`src/design/sas_pkg.sv`:
```
// Package for the stick angle slider: constants, sequencer states, shared types.
// Used by all modules in design/.
package sas_pkg;

  localparam int REGIONS_DEF = 2;
  localparam logic [16:0] FULL = 17'd65535;
  localparam logic [16:0] HALF = 17'd32768;
  localparam logic [16:0] DZ_MIN_W = 17'd655;
  localparam logic [16:0] DET_MAX = 17'd64881;
  localparam logic [16:0] DHI_MIN = 17'd6554;
  localparam logic signed [17:0] WRAP = 18'sd58982;

  localparam logic [2:0] REG_SPANS = 3'd0;
  localparam logic [2:0] REG_DETS = 3'd1;
  localparam logic [2:0] REG_DWID = 3'd2;
  localparam logic [2:0] REG_FLAGS = 3'd3;
  localparam logic [2:0] REG_DZ = 3'd4;
  localparam logic [2:0] REG_RSPD = 3'd5;
  localparam logic [2:0] REG_FSPD = 3'd6;
  localparam logic [2:0] REG_GAP = 3'd7;

  typedef enum logic [3:0] {
    ST_IDLE, ST_PREP, ST_MUL, ST_UPD, ST_CLAMP, ST_SHAPE, ST_DIVW, ST_SHOUT, ST_OUT
  } state_t;

  // divider handshake
  typedef struct packed {
    logic        start;
    logic [33:0] num;
    logic [17:0] den;
  } div_req_t;

  typedef struct packed {
    logic        busy;
    logic [33:0] quo;
  } div_rsp_t;

endpackage

```
`src/design/stick_angle_slider.sv`:
```
// Stick angle slider top level: registers, sequencer, shared divider.
// Depends on sas_pkg and sas_div.
//
// From one accepted beat to the next, a sample with no region update passes
// through PREP and OUT; a relative or absolute update adds MUL, UPD, CLAMP and
// SHAPE, and an absolute one waits in UPD for its target from the shared
// 34-step divider; a detent deadzone reshape that needs a division waits in
// DIVW or SHOUT for it. in_tready is high while the sequencer is idle; a
// result still waiting in the output register holds the sequencer at its
// last step. in_tdata: angle[15:0], magnitude[31:16], delta_time[47:32],
// unlock_detent[48]. out_tdata: slider_value[15:0], value_written[16],
// active_region[18:17], vibrate_strong[19], vibrate_weak[20].
module stick_angle_slider #(
  parameter int REGIONS = sas_pkg::REGIONS_DEF
) (
  input  logic        clk,
  input  logic        rst_n,
  input  logic        cfg_we,
  input  logic [2:0]  cfg_index,
  input  logic [63:0] cfg_data,
  input  logic        in_tvalid,
  output logic        in_tready,
  input  logic [55:0] in_tdata,   // angle, magnitude, delta_time, unlock_detent
  output logic        out_tvalid,
  input  logic        out_tready,
  output logic [23:0] out_tdata   // slider_value, value_written, active_region, strong, weak
);
  localparam logic [1:0] NONE = 2'd2;

  logic [63:0] spans_r, dets_r;
  logic [31:0] dwid_r;
  logic [5:0]  flags_r;
  logic [15:0] dz_r, rspd_r, fspd_r, gap_r;

  // configuration registers
  always_ff @(posedge clk) begin
    if (!rst_n) begin
      spans_r <= '0; dets_r <= '0; dwid_r <= '0; flags_r <= '0;
      dz_r <= 16'd6554; rspd_r <= 16'd256; fspd_r <= 16'd256; gap_r <= 16'd100;
    end else if (cfg_we) begin
      case (cfg_index)
        sas_pkg::REG_SPANS: spans_r <= cfg_data;
        sas_pkg::REG_DETS:  dets_r <= cfg_data;
        sas_pkg::REG_DWID:  dwid_r <= cfg_data[31:0];
        sas_pkg::REG_FLAGS: flags_r <= cfg_data[5:0];
        sas_pkg::REG_DZ:    dz_r <= cfg_data[15:0];
        sas_pkg::REG_RSPD:  rspd_r <= cfg_data[15:0];
        sas_pkg::REG_FSPD:  fspd_r <= cfg_data[15:0];
        sas_pkg::REG_GAP:   gap_r <= cfg_data[15:0];
        default: ;
      endcase
    end
  end

  sas_pkg::state_t st_r, st_nxt;
  logic [1:0]  act_r, act_nxt;
  logic        inv_r, inv_nxt, unl_r, unl_nxt;
  logic signed [15:0] pang_r, pang_nxt;
  logic [15:0] val_r [REGIONS];
  logic [15:0] val_wd;
  logic        val_we;
  logic signed [15:0] ang_r, ang_nxt;
  logic [15:0] mag_r, mag_nxt, dt_r, dt_nxt;
  logic        ul_r, ul_nxt;
  logic signed [34:0] acc_r, acc_nxt;   // new value / product work reg
  logic [16:0] tgt_r, tgt_nxt;
  logic        strong_r, strong_nxt, weak_r, weak_nxt;
  logic        wr_r, wr_nxt;
  logic        ovalid_r, ovalid_nxt;
  logic [20:0] odata_r, odata_nxt;
  sas_pkg::div_req_t dreq;
  sas_pkg::div_rsp_t drsp;

  sas_div u_div (.clk(clk), .rst_n(rst_n), .req(dreq), .rsp(drsp));

  // zero-extend a 17-bit value into the signed work width
  function automatic logic signed [34:0] sx35(logic [16:0] v);
    return $signed({18'd0, v});
  endfunction

  // active-region parameters
  logic ai;
  logic signed [15:0] from_a, to_a;
  logic [16:0] dhi, dlo, dw, prev, maxv, minv;
  logic rel, invm;
  always_comb begin
    ai = (REGIONS > 1) ? act_r[0] : 1'b0;
    from_a = spans_r[32*ai +: 16];
    to_a = spans_r[32*ai+16 +: 16];
    dhi = {1'b0, dets_r[32*ai +: 16]};
    dlo = {1'b0, dets_r[32*ai+16 +: 16]};
    dw = {1'b0, dwid_r[16*ai +: 16]};
    rel = flags_r[3*ai+1];
    invm = flags_r[3*ai+2];
    prev = {1'b0, val_r[ai]};
    maxv = (unl_r || dw > sas_pkg::DZ_MIN_W) ? sas_pkg::FULL
         : ((dhi < sas_pkg::DHI_MIN) ? sas_pkg::FULL : dhi);
    minv = unl_r ? 17'd0 : dlo;
  end

  logic signed [17:0] d_ang;
  logic signed [17:0] span;
  logic signed [15:0] aeff;
  logic signed [34:0] nv, delta, md;
  logic [17:0] twod, twov;
  logic signed [18:0] band_lo;   // 2*detent - width, may go negative
  logic [1:0]  pick;

  always_comb begin
    st_nxt = st_r; act_nxt = act_r; inv_nxt = inv_r; unl_nxt = unl_r;
    pang_nxt = pang_r; ang_nxt = ang_r; mag_nxt = mag_r; dt_nxt = dt_r; ul_nxt = ul_r;
    acc_nxt = acc_r; tgt_nxt = tgt_r; strong_nxt = strong_r; weak_nxt = weak_r;
    ovalid_nxt = ovalid_r; odata_nxt = odata_r;
    dreq = '0; val_we = 1'b0; val_wd = acc_r[15:0];
    in_tready = (st_r == sas_pkg::ST_IDLE);
    d_ang = '0; span = '0; aeff = ang_r; nv = '0; delta = '0; md = '0;
    twod = {dhi, 1'b0}; twov = {acc_r[16:0], 1'b0};
    band_lo = $signed({1'b0, twod}) - $signed({1'b0, 18'(dw)});
    pick = NONE;
    if (ovalid_r && out_tready) ovalid_nxt = 1'b0;
    case (st_r)
      sas_pkg::ST_IDLE: begin
        if (in_tvalid && in_tready) begin
          ang_nxt = in_tdata[15:0]; mag_nxt = in_tdata[31:16];
          dt_nxt = in_tdata[47:32]; ul_nxt = in_tdata[48];
          strong_nxt = 1'b0; weak_nxt = 1'b0;
          st_nxt = sas_pkg::ST_PREP;
        end
      end
      // flags, deadzone, region search
      sas_pkg::ST_PREP: begin
        unl_nxt = unl_r | ul_r;
        inv_nxt = inv_r | (dt_r > gap_r);
        st_nxt = sas_pkg::ST_OUT;
        tgt_nxt = '0;
        acc_nxt = '0;
        if (mag_r > dz_r) begin
          if (!inv_nxt) begin
            pick = act_r;
            if (act_r >= REGIONS[1:0]) begin
              pick = NONE;
              for (int r = REGIONS - 1; r >= 0; r--) begin
                if (flags_r[3*r] && $signed(spans_r[32*r +: 16]) < ang_r
                    && ang_r < $signed(spans_r[32*r+16 +: 16])) pick = r[1:0];
              end
            end
            act_nxt = pick;
            if (pick < REGIONS[1:0]) st_nxt = sas_pkg::ST_MUL;
          end
        end else begin
          act_nxt = NONE; unl_nxt = 1'b0; inv_nxt = 1'b0;
        end
        if (st_nxt == sas_pkg::ST_OUT) pang_nxt = ang_r;
      end
      // relative product or absolute target division
      sas_pkg::ST_MUL: begin
        if (rel) begin
          d_ang = 18'(ang_r) - 18'(pang_r);
          if (d_ang > sas_pkg::WRAP || d_ang < -sas_pkg::WRAP)
            d_ang = (d_ang < 0) ? d_ang + 18'sd65536 : d_ang - 18'sd65536;
          if (invm) d_ang = -d_ang;
          acc_nxt = 35'(d_ang) * $signed({19'd0, rspd_r}) + 35'sd64;
          st_nxt = sas_pkg::ST_UPD;
        end else begin
          aeff = ang_r;
          if (ang_r < from_a || to_a < ang_r)
            aeff = (((invm ? sas_pkg::FULL - prev : prev) < sas_pkg::HALF)) ? from_a : to_a;
          span = 18'(to_a) - 18'(from_a);
          acc_nxt = 35'(aeff) - 35'(from_a);
          if (span > 0) begin
            dreq.start = 1'b1;
            dreq.num = {acc_nxt[17:0], 16'd0};
            dreq.den = span;
          end
          st_nxt = sas_pkg::ST_UPD;
        end
      end
      // new value
      sas_pkg::ST_UPD: begin
        if (rel) begin
          nv = sx35(prev) + (acc_r >>> 7);
          if (prev < maxv && nv > sx35(maxv)) strong_nxt = 1'b1;
          if ((prev < sas_pkg::HALF) != (nv < sx35(sas_pkg::HALF))) weak_nxt = 1'b1;
          if (prev > minv && nv < sx35(minv)) strong_nxt = 1'b1;
          acc_nxt = nv;
          st_nxt = sas_pkg::ST_CLAMP;
        end else if (!drsp.busy) begin
          span = 18'(to_a) - 18'(from_a);
          tgt_nxt = (span > 0) ? ((drsp.quo > 34'(sas_pkg::FULL)) ? sas_pkg::FULL
                                   : drsp.quo[16:0]) : 17'd0;
          if (invm) tgt_nxt = sas_pkg::FULL - tgt_nxt;
          if ((prev < dhi) != (tgt_nxt < dhi)) strong_nxt = 1'b1;
          md = $signed({19'd0, dt_r}) * $signed({19'd0, fspd_r});
          delta = sx35(tgt_nxt) - sx35(prev);
          if (((delta < 0) ? -delta : delta) < md) acc_nxt = sx35(tgt_nxt);
          else acc_nxt = sx35(prev) + ((delta < 0) ? -md : md);
          st_nxt = sas_pkg::ST_CLAMP;
        end
      end
      sas_pkg::ST_CLAMP: begin
        nv = acc_r;
        if (nv < sx35(minv)) nv = sx35(minv);
        if (nv > sx35(maxv)) nv = sx35(maxv);
        acc_nxt = nv;
        val_we = 1'b1; val_wd = nv[15:0];
        st_nxt = sas_pkg::ST_SHAPE;
      end
      // detent deadzone reshape
      sas_pkg::ST_SHAPE: begin
        tgt_nxt = acc_r[16:0];
        if (dw <= sas_pkg::DZ_MIN_W || dhi >= sas_pkg::DET_MAX) begin
          st_nxt = sas_pkg::ST_OUT;
        end else if (band_lo <= $signed({1'b0, twov}) && twov <= twod + 18'(dw)) begin
          tgt_nxt = dhi; st_nxt = sas_pkg::ST_OUT;
        end else if ($signed({1'b0, twov}) < band_lo) begin
          dreq.start = 1'b1;
          dreq.num = 34'(twod) * 34'(acc_r[16:0]);
          dreq.den = band_lo[17:0];
          st_nxt = sas_pkg::ST_DIVW;
        end else begin
          dreq.start = 1'b1;
          dreq.num = 34'(sas_pkg::FULL - dhi) * 34'(twov - twod - 18'(dw));
          dreq.den = {sas_pkg::FULL, 1'b0} - twod - 18'(dw);
          st_nxt = sas_pkg::ST_SHOUT;
        end
      end
      sas_pkg::ST_DIVW: begin
        if (!drsp.busy) begin
          tgt_nxt = drsp.quo[16:0]; st_nxt = sas_pkg::ST_OUT;
        end
      end
      sas_pkg::ST_SHOUT: begin
        if (!drsp.busy) begin
          tgt_nxt = drsp.quo[16:0] + dhi; st_nxt = sas_pkg::ST_OUT;
        end
      end
      // wait for a free result register, then load the beat
      sas_pkg::ST_OUT: begin
        if (!ovalid_nxt) begin
          odata_nxt = {weak_r, strong_r, act_r, wr_r,
                       (tgt_r > sas_pkg::FULL) ? 16'hFFFF : tgt_r[15:0]};
          ovalid_nxt = 1'b1;
          pang_nxt = ang_r;
          st_nxt = sas_pkg::ST_IDLE;
        end
      end
      default: st_nxt = sas_pkg::ST_IDLE;
    endcase
  end

  // written flag: set whenever the value path ran
  always_comb begin
    wr_nxt = wr_r;
    if (st_r == sas_pkg::ST_PREP) wr_nxt = 1'b0;
    if (val_we) wr_nxt = 1'b1;
  end

  always_ff @(posedge clk) begin
    if (!rst_n) begin
      st_r <= sas_pkg::ST_IDLE; act_r <= NONE; inv_r <= 1'b0; unl_r <= 1'b0;
      pang_r <= '0; ovalid_r <= 1'b0; wr_r <= 1'b0;
      for (int r = 0; r < REGIONS; r++) val_r[r] <= '0;
    end else begin
      st_r <= st_nxt; act_r <= act_nxt; inv_r <= inv_nxt; unl_r <= unl_nxt;
      pang_r <= pang_nxt; ovalid_r <= ovalid_nxt;
      wr_r <= wr_nxt;
      if (val_we) val_r[ai] <= val_wd;
    end
    ang_r <= ang_nxt; mag_r <= mag_nxt; dt_r <= dt_nxt; ul_r <= ul_nxt;
    acc_r <= acc_nxt; tgt_r <= tgt_nxt; strong_r <= strong_nxt; weak_r <= weak_nxt;
    odata_r <= odata_nxt;
  end

  assign out_tvalid = ovalid_r;
  assign out_tdata = {3'd0, odata_r};
endmodule

```
`src/design/sas_div.sv`:
```
// Restoring divider, one quotient bit a cycle, unsigned.
// Depends on sas_pkg.
module sas_div (
  input  logic              clk,
  input  logic              rst_n,
  input  sas_pkg::div_req_t req,
  output sas_pkg::div_rsp_t rsp
);
  logic [33:0] q_r, q_nxt;
  logic [17:0] d_r, d_nxt;
  logic [17:0] rem_r, rem_nxt;
  logic [5:0]  cnt_r, cnt_nxt;
  logic [18:0] sh;

  // shift-subtract step
  always_comb begin
    q_nxt = q_r; d_nxt = d_r; rem_nxt = rem_r; cnt_nxt = cnt_r;
    sh = {rem_r, q_r[33]};
    if (req.start) begin
      q_nxt = req.num; d_nxt = req.den; rem_nxt = '0; cnt_nxt = 6'd34;
    end else if (cnt_r != 6'd0) begin
      cnt_nxt = cnt_r - 6'd1;
      if (sh >= {1'b0, d_r}) begin
        rem_nxt = 18'(sh - {1'b0, d_r}); q_nxt = {q_r[32:0], 1'b1};
      end else begin
        rem_nxt = sh[17:0]; q_nxt = {q_r[32:0], 1'b0};
      end
    end
  end

  always_ff @(posedge clk) begin
    if (!rst_n) cnt_r <= '0;
    else cnt_r <= cnt_nxt;
    q_r <= q_nxt; d_r <= d_nxt; rem_r <= rem_nxt;
  end

  assign rsp.busy = (cnt_r != 6'd0) || req.start;
  assign rsp.quo = q_r;
endmodule
```
`config.mk`:
```
export PLATFORM = sky130hd
export DESIGN_NAME = stick_angle_slider
export DESIGN_NICKNAME = d
export VERILOG_FILES = /design/src/design/sas_pkg.sv /design/src/design/stick_angle_slider.sv /design/src/design/sas_div.sv
export SDC_FILE = /design/constraint.sdc
export NUM_CORES = 2
export LEC_CHECK = 0
export BUFFER_PORTS_ARGS = -buffer_cell sky130_fd_sc_hd__buf_4
export CORE_MARGIN = 2
export CORE_UTILIZATION = 40
export CTS_BUF_LIST = sky130_fd_sc_hd__clkbuf_16
export CTS_CLUSTER_DIAMETER = 60
export DETAILED_ROUTE_END_ITERATION = 16
export GPL_TIMING_DRIVEN = 0
export SETUP_SLACK_MARGIN = 0.15
export SYNTH_ARGS = -nofsm -noshare
export SYNTH_HDL_FRONTEND = slang
export SYNTH_SLANG_ARGS = --single-unit
```
`constraint.sdc`:
```
create_clock -name clk -period 11.51 [get_ports clk]
set_clock_uncertainty 0.1 [all_clocks]
set_input_delay 3.453 -clock clk [delete_from_list [all_inputs] [get_ports clk]]
set_output_delay 3.453 -clock clk [all_outputs]
set_load 0.03 [all_outputs]
```
==> run metrics <==
Slowest cell on crit path=mux2i_4; clk root buf=clkbuf_16; Worst EP arrival=approximately 12000 ps; dpl cell area=85600 sq um; register area=11900 sq um; warnings from Yosys=0; Syn Inst Count=between 9k and 10k; global-route wire length before repair=461000 um; Initial Util=0.403; Post-Syn Area=80800 sq um; Post-Syn Area per Cell=8.41 sq um; type of origin of the critical path=flip-flop; Layout Nets=12.0k; final setup fails=0; First-pass DRT Iterations=6; relative slew slack=-0.0221; Iter 0 DRT Violations=6930; Fin Hold WS=337 ps; most common cell after layout, fill and taps aside=inv_1; fin. max-slew vios=14; status=finished, violations left; initial antenna violation count=24; CTS Buf Count=71; WL final=317000 um; Post-synth EDFFs=208; cell taking the most area after synthesis=fa_1; vias in the first global route=70.8k; post-DP HPWL=258000 um; # IOs=154; row cnt=about 160; Seq/Total Area, Yosys=0.147; area of the multi-input gates=about 63000 sq um; post-synth top area share=0.249; Seq cells post-synth=489; DRC=0; Vias/cell=around 5.7; GRT Resource Usage Total=0.303; Worst Tran Pin Value=1530 ps; Yosys cell types=112; Reg clk slew, reported paths=around 60 ps; Top FF cell, synth=dfxtp_1; Vias=71.6k; largest net degree at the start of global routing=52; gr ovfl total=0; Clock Sinks=a little under 500; synth top area cells=fa_1 25%, ha_1 15%, edfxtp_1 7.7%, inv_1 7.0%, dfxtp_1 7.0%; Routed Antenna Nets=0; final hold vios=0; Die Span Y=453 um; Core Util, Final=0.454; RSZ-0062 raised after global routing=true; max frequency=88.4 MHz; Crit Path Class=reg2reg; Clock Path Buffers=3; TNS Setup=0 ps; leading cell types in the layout, fill and taps excluded=1507 x inv_1, 1387 x nand2_1, 999 x fa_1, 933 x ha_1, 596 x a21oi_1; Syn-to-layout area delta=12.5%; worst skew pair latency=710 ps; Crit path largest cell delay=a little under 600 ps; die area=206000 sq um; final cycle utilization of the critical path=0.983; # hold bufs at CTS=0; worst path required time=~12000 ps; share of post-route cells with drive strength above 1=0.0776; fill count=just under 20k; Final Cell Area=90800 sq um; CP dominant cell by count=fa_1; core footprint=200000 sq um; routed len/inst=25.0 um; max_cap viols=3; chip width=453 um; CP max FO=13; Port Buf Inserts=around 130; TritonCTS clock tree=yes; async set-reset flop share out of synthesis=0; failing checks=capacitance limit, slew limit; GP Congestion=0.998; H-tree lvl count=3; CP endpoint kind=flip-flop; min-delay worst type=reg2reg; Final Critical Period=roughly 11000 ps
==> path summary, 6_finish.rpt <==
kind	start	endpoint	slack, ps	depth (start not counted)
worst min register to register	wr_r$_SDFFE_PN0N_	odata_r[16]$_DFFE_PP_	340	0
worst max-delay path	act_r[0]$_SDFFE_PN0P_	u_div.q_r[26]$_DFFE_PN_	200	38
worst max register to register	act_r[0]$_SDFFE_PN0P_	u_div.q_r[26]$_DFFE_PN_	200	38
worst min-delay path	wr_r$_SDFFE_PN0N_	odata_r[16]$_DFFE_PP_	340	0
==> per-layer routing <==
| metal | vias to the layer above | global-route usage | wire length, um |
|---|---|---|---|
| li1 | 32083 | - | - |
| met1 | 35357 | 0.416 | 134000 |
| met2 | 3398 | 0.458 | 136000 |
| met3 | 706 | 0.0661 | 31400 |
| met4 | 10 | 0.130 | 15700 |
| met5 | - | 0 | 69 |
==> layout make-up <==
type / count / share of cell area
well taps: 2656 / 0.0366
clock inverters: 58 / 0.00584
inverters: 1505 / 0.0623
repair buffers: 251 / 0.0235
plain buffers: 399 / 0.0217
multi-input cells: 7219 / 0.699
diodes: 9 / 0.000248
clock buffers: 73 / 0.0201
flip-flops and latches: 489 / 0.131
==> state kept, by name, summed over array words and instances (netlist names), 16 cells and up, named ones only <==
| register | flops |
|---|---|
| dets_r | 64 |
| odata_r | 21 |
| dz_r | 16 |
| rspd_r | 16 |
| mag_r | 16 |
| tgt_r | 17 |
| fspd_r | 16 |
| dt_r | 16 |
| val_r | 32 |
| dwid_r | 32 |
| ang_r | 16 |
| u_div.rem_r | 18 |
| u_div.q_r | 34 |
| acc_r | 35 |
| u_div.d_r | 18 |
| spans_r | 64 |
| gap_r | 16 |
| pang_r | 16 |
==> cells by family after synthesis <==
family,Yosys count,synth area share
AND/OR/NAND/NOR,2955,0.166
adder cells (fa/ha/maj),1957,0.396
buffers and inverters,1911,0.0892
AO/OA/AOI/OAI,1723,0.136
flip-flops,489,0.147
XOR/XNOR,399,0.0438
multiplexers,172,0.0215
other,1,0.0000464
==> critical path, delay by kind of cell, from the launching register on <==
family | cells | cell delay, ps
fa+ha+maj | 9 | 4280
buf+inv | 12 | 2390
compound gates | 8 | 2080
mux | 1 | 580
xor+xnor | 3 | 570
simple gates | 5 | 520
flops | 1 | 420
==> Yosys cell counts (39+ instances only) <==
cell type,instances
xnor2_1,299
a21o_1,141
clkbuf_1,368
nor2b_1,97
a31oi_1,49
nor2_1,605
o21ai_0,320
o211ai_1,53
fa_1,1003
nand4_1,55
nand2_1,1390
and2_1,261
nor3_1,104
or2_2,50
nand2b_1,83
o31ai_1,54
nand3_1,127
or3_1,39
edfxtp_1,208
mux2i_1,157
inv_1,1499
a21oi_1,614
a211oi_1,71
o21a_1,79
dfxtp_1,281
ha_1,949
xor2_1,97
==> stage by stage <==
stage / instances / worst slack (ps)
final: 12659 / 200
after global routing: 12655 / -7.62
after CTS: 12579 / 139
after detailed placement: 12428 / -4880
after global placement: 12409 / -5470
after floorplan: 9619 / 153
==> what timing repair did <==
item / in CTS / in global routing
cloned: 0 / 3
resized for setup: 285 / 202
endpoints found under the hold margin: 0 / 0
setup buffers: 26 / 69
pin swaps: 15 / 47
setup endpoints to repair: 223 / 46
Power is not shown: default switching activity piles up to over one toggle a cycle in this logic, so the estimate is an artifact.
